### src/sv/eno3_pkg.sv
`timescale 1ns / 1ps
// ----------------------------------------------------------------------------
// ENO3 reconstruction package
// Shared widths, payload types, stencil codes and the ENO coefficient table.
// ----------------------------------------------------------------------------
package eno3_pkg;

   localparam int VALUE_WIDTH = 32;
   localparam int COMPS       = 3;
   localparam int TAPS        = 5;
   localparam int COEF_WIDTH  = 5;
   // coefficient magnitudes add up to at most 20 sixths
   localparam int SUM_WIDTH   = VALUE_WIDTH + 5;
   localparam int DIFF_WIDTH  = VALUE_WIDTH + 2;

   typedef logic signed [VALUE_WIDTH-1:0] value_type;
   typedef value_type [TAPS-1:0]          taps_type;
   typedef taps_type [COMPS-1:0]          window_type;
   typedef logic signed [SUM_WIDTH-1:0]   sum_type;
   typedef logic signed [COEF_WIDTH-1:0]  coef_type;
   typedef logic [1:0]                    stencil_type;

   typedef struct packed {
      sum_type [COMPS-1:0] right;
      sum_type [COMPS-1:0] left;
   } sums_type;

   typedef struct packed {
      value_type [COMPS-1:0] right;
      value_type [COMPS-1:0] left;
   } faces_type;

   typedef struct packed {
      logic last_in_run;
      logic row_done;
   } tag_type;

   // stencil start relative to the cell: i, i-1, i-2
   localparam stencil_type STENCIL_RIGHT  = 2'd0;
   localparam stencil_type STENCIL_CENTER = 2'd1;
   localparam stencil_type STENCIL_LEFT   = 2'd2;

   localparam logic SIDE_RIGHT = 1'b0;
   localparam logic SIDE_LEFT  = 1'b1;

   localparam logic ORDER_SECOND = 1'b0;
   localparam logic ORDER_THIRD  = 1'b1;

   // coefficients in sixths: [order][side][stencil][tap]
   localparam coef_type COEF6 [2][2][3][TAPS] = '{
      '{ '{ '{5'sd0, 5'sd0, 5'sd3, 5'sd3, 5'sd0},
            '{5'sd0, -5'sd3, 5'sd9, 5'sd0, 5'sd0},
            '{5'sd0, -5'sd3, 5'sd9, 5'sd0, 5'sd0} },
         '{ '{5'sd0, 5'sd0, 5'sd9, -5'sd3, 5'sd0},
            '{5'sd0, 5'sd3, 5'sd3, 5'sd0, 5'sd0},
            '{5'sd0, 5'sd3, 5'sd3, 5'sd0, 5'sd0} } },
      '{ '{ '{5'sd0, 5'sd0, 5'sd2, 5'sd5, -5'sd1},
            '{5'sd0, -5'sd1, 5'sd5, 5'sd2, 5'sd0},
            '{5'sd2, -5'sd7, 5'sd11, 5'sd0, 5'sd0} },
         '{ '{5'sd0, 5'sd0, 5'sd11, -5'sd7, 5'sd2},
            '{5'sd0, 5'sd2, 5'sd5, -5'sd1, 5'sd0},
            '{-5'sd1, 5'sd5, 5'sd2, 5'sd0, 5'sd0} } }
   };

endpackage

### src/sv/eno3_window.sv
`timescale 1ns / 1ps
// ----------------------------------------------------------------------------
// ENO3 cell window
// Holds the five-cell window per component and the row count, takes requests
// and issues one reconstruction per unstalled cycle, row-end flush included.
// ----------------------------------------------------------------------------
module eno3_window (
   input  logic                   clock,
   input  logic                   reset,
   input  logic                   req_valid,
   output logic                   req_ready,
   input  eno3_pkg::value_type    req_density,
   input  eno3_pkg::value_type    req_momentum,
   input  eno3_pkg::value_type    req_energy,
   input  logic                   req_first_cell,
   input  logic                   req_last_cell,
   output logic                   issue_valid,
   input  logic                   issue_ready,
   output eno3_pkg::window_type   issue_window,
   output eno3_pkg::tag_type      issue_tag
);
   import eno3_pkg::*;

   window_type win_ff, win_in;
   logic [2:0] seen_ff, seen_in;
   // pending results of the held request: bit n = window shifted by n replicas
   logic [2:0] mask_ff, mask_in;

   logic       accept;
   logic       restart;
   logic [2:0] seen_new;
   logic [2:0] mask_new;
   logic [2:0] sel;
   logic [2:0] mask_rest;
   logic [1:0] phase;
   value_type  req_value [COMPS];

   assign req_value[0] = req_density;
   assign req_value[1] = req_momentum;
   assign req_value[2] = req_energy;

   assign issue_valid = |mask_ff;
   assign sel         = mask_ff & (~mask_ff + 3'd1);
   assign mask_rest   = mask_ff & ~sel;
   assign req_ready   = !issue_valid || (issue_ready && mask_rest == 3'd0);
   assign accept      = req_valid && req_ready;
   assign restart     = req_first_cell || seen_ff == 3'd0;

   always_comb begin
      phase = sel[1] ? 2'd1 : (sel[2] ? 2'd2 : 2'd0);
      issue_tag.last_in_run = mask_rest == 3'd0;
      issue_tag.row_done    = sel[2];
   end

   // flushed cells past the row end replicate the last cell
   always_comb begin
      logic [2:0] idx;
      for (int c = 0; c < COMPS; c++) begin
         for (int t = 0; t < TAPS; t++) begin
            idx = 3'(t) + 3'(phase);
            if (idx > 3'(TAPS - 1)) begin
               idx = 3'(TAPS - 1);
            end
            issue_window[c][t] = win_ff[c][idx];
         end
      end
   end

   always_comb begin
      if (restart) begin
         seen_new = 3'd1;
      end else if (seen_ff == 3'd7) begin
         seen_new = seen_ff;
      end else begin
         seen_new = seen_ff + 3'd1;
      end

      if (req_last_cell) begin
         mask_new = {1'b1, seen_new >= 3'd2, seen_new >= 3'd3};
      end else begin
         mask_new = {2'b00, seen_new >= 3'd3};
      end

      for (int c = 0; c < COMPS; c++) begin
         for (int t = 0; t < TAPS - 1; t++) begin
            win_in[c][t] = restart ? req_value[c] : win_ff[c][t+1];
         end
         win_in[c][TAPS-1] = req_value[c];
      end

      if (accept) begin
         seen_in = req_last_cell ? 3'd0 : seen_new;
         mask_in = mask_new;
      end else begin
         seen_in = seen_ff;
         mask_in = (issue_valid && issue_ready) ? mask_rest : mask_ff;
      end
   end

   always_ff @(posedge clock) begin
      if (reset) begin
         seen_ff <= 3'd0;
         mask_ff <= 3'd0;
      end else begin
         seen_ff <= seen_in;
         mask_ff <= mask_in;
      end
   end

   always_ff @(posedge clock) begin
      if (accept) begin
         win_ff <= win_in;
      end
   end

   a_last_closes_row: assert property (@(posedge clock) disable iff (reset)
      accept && req_last_cell |=> seen_ff == 3'd0)
      else $error("row count not cleared after last cell");

   a_window_held_in_flush: assert property (@(posedge clock) disable iff (reset)
      (mask_ff & (mask_ff - 3'd1)) != 3'd0 |=> $stable(win_ff))
      else $error("window changed while a flush was pending");

   a_done_ends_run: assert property (@(posedge clock) disable iff (reset)
      issue_valid && issue_tag.row_done |-> issue_tag.last_in_run)
      else $error("row end issued before the last result of its request");

endmodule

### config.mk
export PLATFORM = sky130hd
export DESIGN_NAME = eno3_window
export DESIGN_NICKNAME = d
export VERILOG_FILES = /design/src/sv/eno3_pkg.sv /design/src/sv/eno3_window.sv
export SDC_FILE = /design/constraint.sdc
export NUM_CORES = 1
export LEC_CHECK = 0
export BUFFER_PORTS_ARGS = -buffer_cell sky130_fd_sc_hd__buf_2
export CAP_MARGIN = 0
export CORE_MARGIN = 3
export CORE_UTILIZATION = 35
export DETAILED_ROUTE_END_ITERATION = 12
export PLACE_DENSITY = 0.54
export SKIP_LAST_GASP = 1
export SLEW_MARGIN = 10
export SYNTH_ARGS = -nofsm -noshare
export SYNTH_HDL_FRONTEND = slang
export SYNTH_SLANG_ARGS = --single-unit
### constraint.sdc
create_clock -name clock -period 22.2 [get_ports clock]
set_input_delay 4.44 -clock clock [delete_from_list [all_inputs] [get_ports clock]]
set_output_delay 4.44 -clock clock [all_outputs]
set_load 0.02 [all_outputs]
### Word level (Yosys, flattened, before mapping)

Cells that the tools add are included.
Widths: inputs -> output; s select.

* bits in registers: 486
* bits of input ports: 102
* output and inout bits: 484

* $add $sub $neg: 6
* magnitude comparators: 12
* eq/ne operators: 1
* mux-type cells: 55
* bitwise gates (word level): 4
* reductions and logical operators: 10

Operators with widths (count)
* $bmux 32 s3: 15
* $mux 32: 27
* $mux 3: 11
* $lt 3x4->1 const B: 5
* $gt 3x3->1 const B: 4
* $add 2x2->3 const A: 2
* $add 3x1->3 const B: 2
* $and 3x3->3: 2
* $ge 3x2->1 const B: 2
* $logic_not 3->1: 2
* $not 3->3: 2
* $mux 2: 2
* $add 1x2->3 const A: 1
* $add 3x2->3 const A: 1
* $eq 3x3->1 const B: 1
* $gt 2x3->1 const B: 1
* $logic_and 1x1->1: 3
* $reduce_or 3->1: 1
* $logic_or 1x1->1: 2
* $reduce_bool 2->1: 1
* $logic_not 1->1: 1

### Logic depth before layout (Yosys ltp)

Gate-level depths: netlist of the first run.

* depth in word-level cells: 10
* mapped depth: 8

### Worst setup path after synthesis of the first run

No wires, ideal clock.

* path type: input -> register
* start: input issue_ready
* end: register seen_ff[0]
* data arrival time: 16894 ps
* setup slack: 4620 ps
* stages: 4
* cells stage by stage: nor3b_1 a211o_1 and2_1 a221oi_1

* word-level cells in the longest chain between the ends: 3

RTL lines
* from (decl): line eno3_window.sv:18 `input logic issue_ready,`
* $logic_and 1x1->1: line eno3_window.sv:45 `assign req_ready = !issue_valid || (issue_ready && mask_rest == 3'd0);`
* $logic_or 1x1->1: line eno3_window.sv:45
* named net req_ready: line eno3_window.sv:11 `output logic req_ready,`
* $logic_and 1x1->1: line eno3_window.sv:46 `assign accept = req_valid && req_ready;`
* named net accept: line eno3_window.sv:29 `logic accept;`
* to (signal assigned): line eno3_window.sv:105 `seen_ff <= seen_in;`
* to (decl): line eno3_window.sv:25 `logic [2:0] seen_ff, seen_in;`

The timed path passes the listed nets, and every way through them passes these cells.
A chain may end at the register's enable or synchronous reset.

### Worst setup path after layout of the first run

* start: input issue_ready
* end: output req_ready

* word-level cells in the longest chain between the ends: 2

RTL lines (line)
* $logic_and 1x1->1: eno3_window.sv:45
* $logic_or 1x1->1: eno3_window.sv:45
* to (decl): eno3_window.sv:11

Every way passes these cells.

==> results of run 1 <==
[per-stage QoR]
stage	hold WS [ns]	power, uW	util [%]	area, um2
CTS	0.556	2460	42.2	30200
detailed placement	0.545	1590	39.8	28600
global placement	0.534	1580	39.8	28600
floorplan	0.500	1450	-	25400
global route	0.586	2530	42.2	30200
finish	0.560	2420	42.2	30200
[logic make-up after synthesis]
logic type               after synthesis  share of synthesized area (%)
AO/OA/AOI/OAI                        343                           8.16
adder cells (fa/ha/maj)                2                         0.0984
buffers and inverters                265                           4.90
flip-flops                           486                           57.1
multiplexers                         260                           10.7
AND/OR/NAND/NOR                     1270                           19.0
[how the worst max path moves through the flow]
stage | startpoint | endpoint | slack (ns) | cells after the start
2_1_floorplan | issue_ready | seen_ff[0] | 4.62 | 4
3_3_place_gp | issue_ready | req_ready | 12.39 | 4
3_5_place_dp | issue_ready | req_ready | 12.43 | 4
4_1_cts | issue_ready | req_ready | 12.42 | 4
5_1_grt | issue_ready | req_ready | 12.35 | 4
6_report | issue_ready | req_ready | 12.39 | 4
[sequential cells by signal, indices dropped and copies added, names as in the netlist]
| register | cells |
|---|---|
| mask_ff | 3 |
| win_ff | 480 |
| seen_ff | 3 |
[synthesized netlist by cell type]
library cell     n  area share [%]
nand2b_1         1           0.025
or3b_2           2           0.069
nor2_1           3           0.044
mux2i_1        163             6.4
or3_1            1           0.025
buf_1            9            0.13
and2_1           1           0.025
buf_8            7            0.41
buf_4           19            0.56
edfxtp_1       480              57
nor3b_4          1           0.074
o221a_2          1           0.044
nand2_1       1252              18
nor2b_1          2           0.049
a22oi_1        126             3.7
o211ai_1         1           0.030
a221oi_1         2           0.069
a21o_1           3           0.089
buf_6            1           0.044
o21ai_0        136             2.7
nand3_1          2           0.039
mux2_1          45             2.0
dfxtp_1          6            0.47
a31o_2           1           0.034
nor2_4           1           0.044
ha_1             2           0.098
inv_1            5           0.074
buf_2           75             1.5
mux2_2          52             2.3
nand4_1          1           0.025
o21ai_1         63             1.2
nor3b_1          3           0.089
o21bai_1         1           0.030
a211o_1          1           0.034
a41oi_1          2           0.069
a21oi_1          5           0.098
clkbuf_1       149             2.2
a211oi_1         1           0.030
[power by group]
| part | switching (uW) | internal, uW | total [uW] |
|---|---|---|---|
| sequential | 54.5 | 1100 | 1150 |
| clock | 364 | 487 | 851 |
| combinational | 289 | 125 | 414 |
[tightest hold or removal path, stage by stage (launching register included)]
cell,delay [ns]
dfxtp_1,0.32
inv_1,0.10
a221oi_1,0.08
[area by class of cell]
cell class	count	area, um2
clock buffer	74	1510
clock inverter	27	161
timing repair buffer	609	3130
tap	950	1190
multi-input combinational	1875	9690
fill	7105	41500
inverter	5	18.8
sequential	486	14500
antenna	4	10.0
[routing by layer]
| metal | global-route usage [%] | up-vias |
|---|---|---|
| met5 | 0 | - |
| met3 | 5.30 | 102 |
| met1 | 24.2 | 9770 |
| met4 | 5.06 | 4 |
| met2 | 32.0 | 665 |
| li1 | - | 9783 |
==> impl_metrics.py, run 1 <==
metrics = {
    "synthesis": {
        "yosys.cell_types.count": 38,
        "syn_inst": 2626,
        "synth_seq_cells": 486,
        "avgSynthCellArea_um2": 9.69,
        "synth_fp_nets": 2730,
        "synth_warnings": 0,
        "yosysSeqAreaShare_pct": 57.1,
        "synthesis.area_mm2": 0.0254,
    },
    "die": {
        "die_h_um": 276,
        "io_pins": 586,
        "die-area_mm2": 0.0759,
        "start_util_pct": 35.5,
        "rows": 98,
        "core_mm2": 0.0717,
        "die_x_um": 276,
    },
    "min_path": {
        "whs_endpoint": "seen_ff[0]",
        "min_path_type": "reg2reg",
        "worstHoldStart": "seen_ff[0]",
        "hold_depth": 2,
    },
    "critical_path": {
        "cp_cell_sequence": "buf_2 > nor3b_1 > a211o_1 > buf_2",
        "critPathBufInv": 2,
        "path_common_cell": "buf_2",
        "rr_startpoint": "mask_ff[0]",
        "crit_path_max_incr_delay_ns": 0.29,
        "crit_family": "buffers and inverters",
        "endpoint_kind": "output pin",
        "cp-start-kind": "input pin",
        "crit_slowest_cell": "nor3b_1",
        "rr_worst_depth": 7,
        "reg2reg_slack_ns": 16.86,
        "path_max_fanout": 7,
        "r2r-end": "win_ff[441]",
        "crit_type": "in2out",
        "critPathArrivalTime_ns": 5.37,
        "worst_ep_required_time_ns": 17.76,
    },
    "cells_and_area": {
        "final_cell_mix": "nand2_1, buf_2, edfxtp_1, mux2i_1, o21ai_0",
        "drive_above_1_share_pct": 24.3,
        "syn_to_final_growth_pct": 18.9,
        "final_common_cell": "nand2_1",
        "fin_nets": 3137,
        "layout.cells.non_filler": 4030,
    },
    "outcome": {
        "status": "complete, no violations",
    },
    "drt": {
        "met3WireLength_um": 6600,
        "dr_wl_met2_um": 36800,
        "postRouteAntennaNets": 0,
        "routed.top_layer": "met5",
        "initialDrtViolationCount": 1514,
        "wirelength_um": 76500,
        "vias": 20300,
        "wl_met1_um": 31200,
        "wire_per_inst_um": 19.0,
        "first_pass_iters": 5,
        "drc": 0,
        "viasPerCell": 5.04,
    },
    "clocking": {
        "clkTransAtPathRegs_ns": 0.06,
        "cts_hold_buf": 0,
        "clockRootBuffer": "clkbuf_16",
        "cts-buffers-inserted": 56,
        "cts_num_sinks": 486,
        "clk_path_buf_depth": 3,
        "cts_tree": "done",
        "post_cts_buffers": 0,
        "clkLatencyLatePin_ns": 0.60,
        "cts_resized": 0,
        "htreeDepth": 2,
    },
    "placement": {
        "dp_cells": 3925,
        "portBuffers": 585,
        "dp_slack_ns": 12.43,
        "gp_congestion": 0.842,
        "dpl.hpwl_um": 50700,
    },
    "timing": {
        "setup-tns-final_ns": 0,
        "min_period_ns": 9.81,
        "setup_ws_ns": 12.39,
        "drv_slew": 0,
        "relSlewSlack_pct": 25.9,
        "tightest_slew_ns": 1.11,
        "period_share_pct": 44.2,
        "clock.fmax_ghz": 0.102,
        "finalSetupViolCount": 0,
        "rsz0062_at_grt": "false",
        "finClkSkew_ns": 0.0222,
        "hold_viol": 0,
    },
    "flow_run": {
        "max_cap_viol_count": 0,
    },
    "power": {
        "p_leak_uw": 0.0124,
        "power_density_mw_per_mm2": 79.9,
        "vdd_drop_max_v": 0.0000628,
    },
    "global_routing": {
        "grt_max_degree": 187,
        "grt_usage_pct": 19.1,
        "first_global_vias": 19300,
        "antenna_found_initial": 5,
        "grt_first_pass_wirelength_um": 115000,
        "overflow": 0,
    },
}
Power figures use the tool's default switching activity.
==> run 2: changes to the inputs <==
clock period = 9.1 ns   (was 22.2 ns; I/O delays follow)
==> impl_metrics.py, run 2 (synthesis gave the netlist of run 1 again) <==
metrics = {
    "timing": {
        "finClkSkew_ns": 0.0233,
        "period_share_pct": 64.9,
        "finalSetupViolCount": 0,
        "clock.fmax_ghz": 0.169,
        "tightest_slew_ns": 1.24,
        "setup_ws_ns": 3.20,
        "setup-tns-final_ns": 0,
        "relSlewSlack_pct": 17.6,
        "rsz0062_at_grt": "false",
        "min_period_ns": 5.90,
        "drv_slew": 0,
        "hold_viol": 0,
    },
    "die": {
        "start_util_pct": 35.5,
        "die-area_mm2": 0.0759,
        "die_x_um": 276,
        "core_mm2": 0.0717,
        "die_h_um": 276,
        "io_pins": 586,
        "rows": 98,
    },
    "global_routing": {
        "overflow": 0,
        "grt_first_pass_wirelength_um": 116000,
        "grt_usage_pct": 19.3,
        "antenna_found_initial": 6,
        "grt_max_degree": 205,
        "first_global_vias": 19600,
    },
    "cells_and_area": {
        "regMostFlops": "win_ff",
        "largestRegisters": "win_ff (480), mask_ff (3), seen_ff (3)",
        "drive_above_1_share_pct": 24.4,
        "stdcell_area_mm2": 0.0304,
        "final_cell_mix": "nand2_1, buf_2, edfxtp_1, mux2i_1, o21ai_0",
        "final_common_cell": "nand2_1",
        "syn_to_final_growth_pct": 19.7,
        "fillCellCount": 7090,
        "layout.cells.non_filler": 4031,
        "fin_nets": 3135,
        "largest_register_ffs": 480,
    },
    "critical_path": {
        "path_common_cell": "buf_4",
        "cp_cell_sequence": "nor2b_4 > buf_4 > buf_4 > mux2i_1 > o21ai_0 > buf_2",
        "critPathBufInv": 3,
        "crit_slowest_cell": "nor2b_4",
        "reg2reg_slack_ns": 5.36,
        "critPathArrivalTime_ns": 4.08,
        "endpoint_kind": "output pin",
        "cp-start-kind": "flip-flop",
        "path_max_fanout": 65,
        "crit_type": "reg2out",
        "crit_family": "buffers and inverters",
        "worst_ep_required_time_ns": 7.28,
        "crit_path_max_incr_delay_ns": 0.76,
    },
    "drt": {
        "viasPerCell": 5.07,
        "postRouteAntennaNets": 0,
        "drc": 0,
        "wirelength_um": 77400,
        "initialDrtViolationCount": 1823,
        "wire_per_inst_um": 19.2,
        "first_pass_iters": 6,
        "vias": 20400,
    },
    "clocking": {
        "cts_tree": "done",
        "clkTransAtPathRegs_ns": 0.06,
        "cts_num_sinks": 486,
        "clockRootBuffer": "clkbuf_16",
        "cts_resized": 0,
        "clkLatencyLatePin_ns": 0.60,
        "htreeDepth": 2,
        "cts-buffers-inserted": 57,
        "cts_hold_buf": 0,
        "clk_path_buf_depth": 3,
        "post_cts_buffers": 0,
    },
    "placement": {
        "dp_cells": 3922,
        "dpl.hpwl_um": 52300,
        "place_area_mm2": 0.0286,
        "gp_congestion": 0.897,
        "dp_slack_ns": 3.76,
        "portBuffers": 585,
    },
    "flow_run": {
        "max_cap_viol_count": 0,
    },
    "power": {
        "p_leak_uw": 0.0125,
        "pwr-share-clk_pct": 37.2,
        "p_int_uw": 4330,
        "switching_share_pct": 29.0,
        "vdd_drop_max_v": 0.000138,
        "pwr-share-seq_pct": 46.4,
        "pwr-share-comb_pct": 16.4,
        "power_uw": 6100,
        "power_density_mw_per_mm2": 200,
        "power_switching_uw": 1770,
    },
    "outcome": {
        "status": "complete, no violations",
    },
    "min_path": {
        "min_path_type": "reg2reg",
    },
}
-- run 2: changes by cell type in the layout (fill, tap and decap cells not counted), moves of 2 or more --
| cell | delta |
|---|---|
| buf_4 | -6 |
| diode_2 | -2 |
| clkbuf_1 | -7 |
| inv_6 | +2 |
| bufinv_16 | +5 |
| clkinv_2 | +2 |
| clkinv_1 | +4 |
| buf_12 | +3 |
-- run 2: metrics by stage --
stage / util [%] / hold slack (ns)
after global placement: 39.8 / 0.546
after detailed placement: 39.8 / 0.563
after CTS: 42.4 / 0.574
final: 42.4 / 0.579
after global routing: 42.4 / 0.607
after floorplan: - / 0.500
-- run 2: tightest hold or removal path, stage by stage (launching register included) --
cell and delay, ns:
dfxtp_1 0.32, inv_1 0.08, a21o_1 0.08, a21oi_1 0.05
-- run 2: per-layer routing --
| layer | GRT usage [%] | up-vias | part of all wire (%) |
|---|---|---|---|
| li1 | - | 9779 | - |
| met1 | 25.2 | 9772 | 41 |
| met2 | 31.6 | 751 | 47 |
| met3 | 4.49 | 135 | 8.1 |
| met4 | 6.57 | 8 | 3.3 |
| met5 | 0 | - | 0.044 |
-- run 2: power groups by stage --
stage / combinational, uW / sequential (uW) / clock (uW)
floorplan: 666 / 2820 / 0
global placement: 999 / 2870 / 0
detailed placement: 1010 / 2870 / 0
CTS: 1010 / 2830 / 2340
global route: 1090 / 2850 / 2430
finish: 1000 / 2830 / 2270
-- run 2: layout make-up --
class | instances | area [um2] | share of cell area [%]
diodes | 2 | 5.00 | 0.0164
multi-input cells | 1875 | 9690 | 31.8
flip-flops and latches | 486 | 14500 | 47.8
clock buffers | 68 | 1510 | 4.96
repair buffers | 606 | 3150 | 10.3
clock inverters | 39 | 339 | 1.11
inverters | 5 | 18.8 | 0.0617
well taps | 950 | 1190 | 3.91
-- run 2: final timing paths --
| path | end | depth (start not counted) | from |
|---|---|---|---|
| setup reg to reg | win_ff[236] | 5 | mask_ff[0] |
| hold reg to reg | seen_ff[1] | 3 | seen_ff[1] |
| setup / recovery | issue_window[399] | 6 | mask_ff[1] |
| hold / removal | seen_ff[1] | 3 | seen_ff[1] |
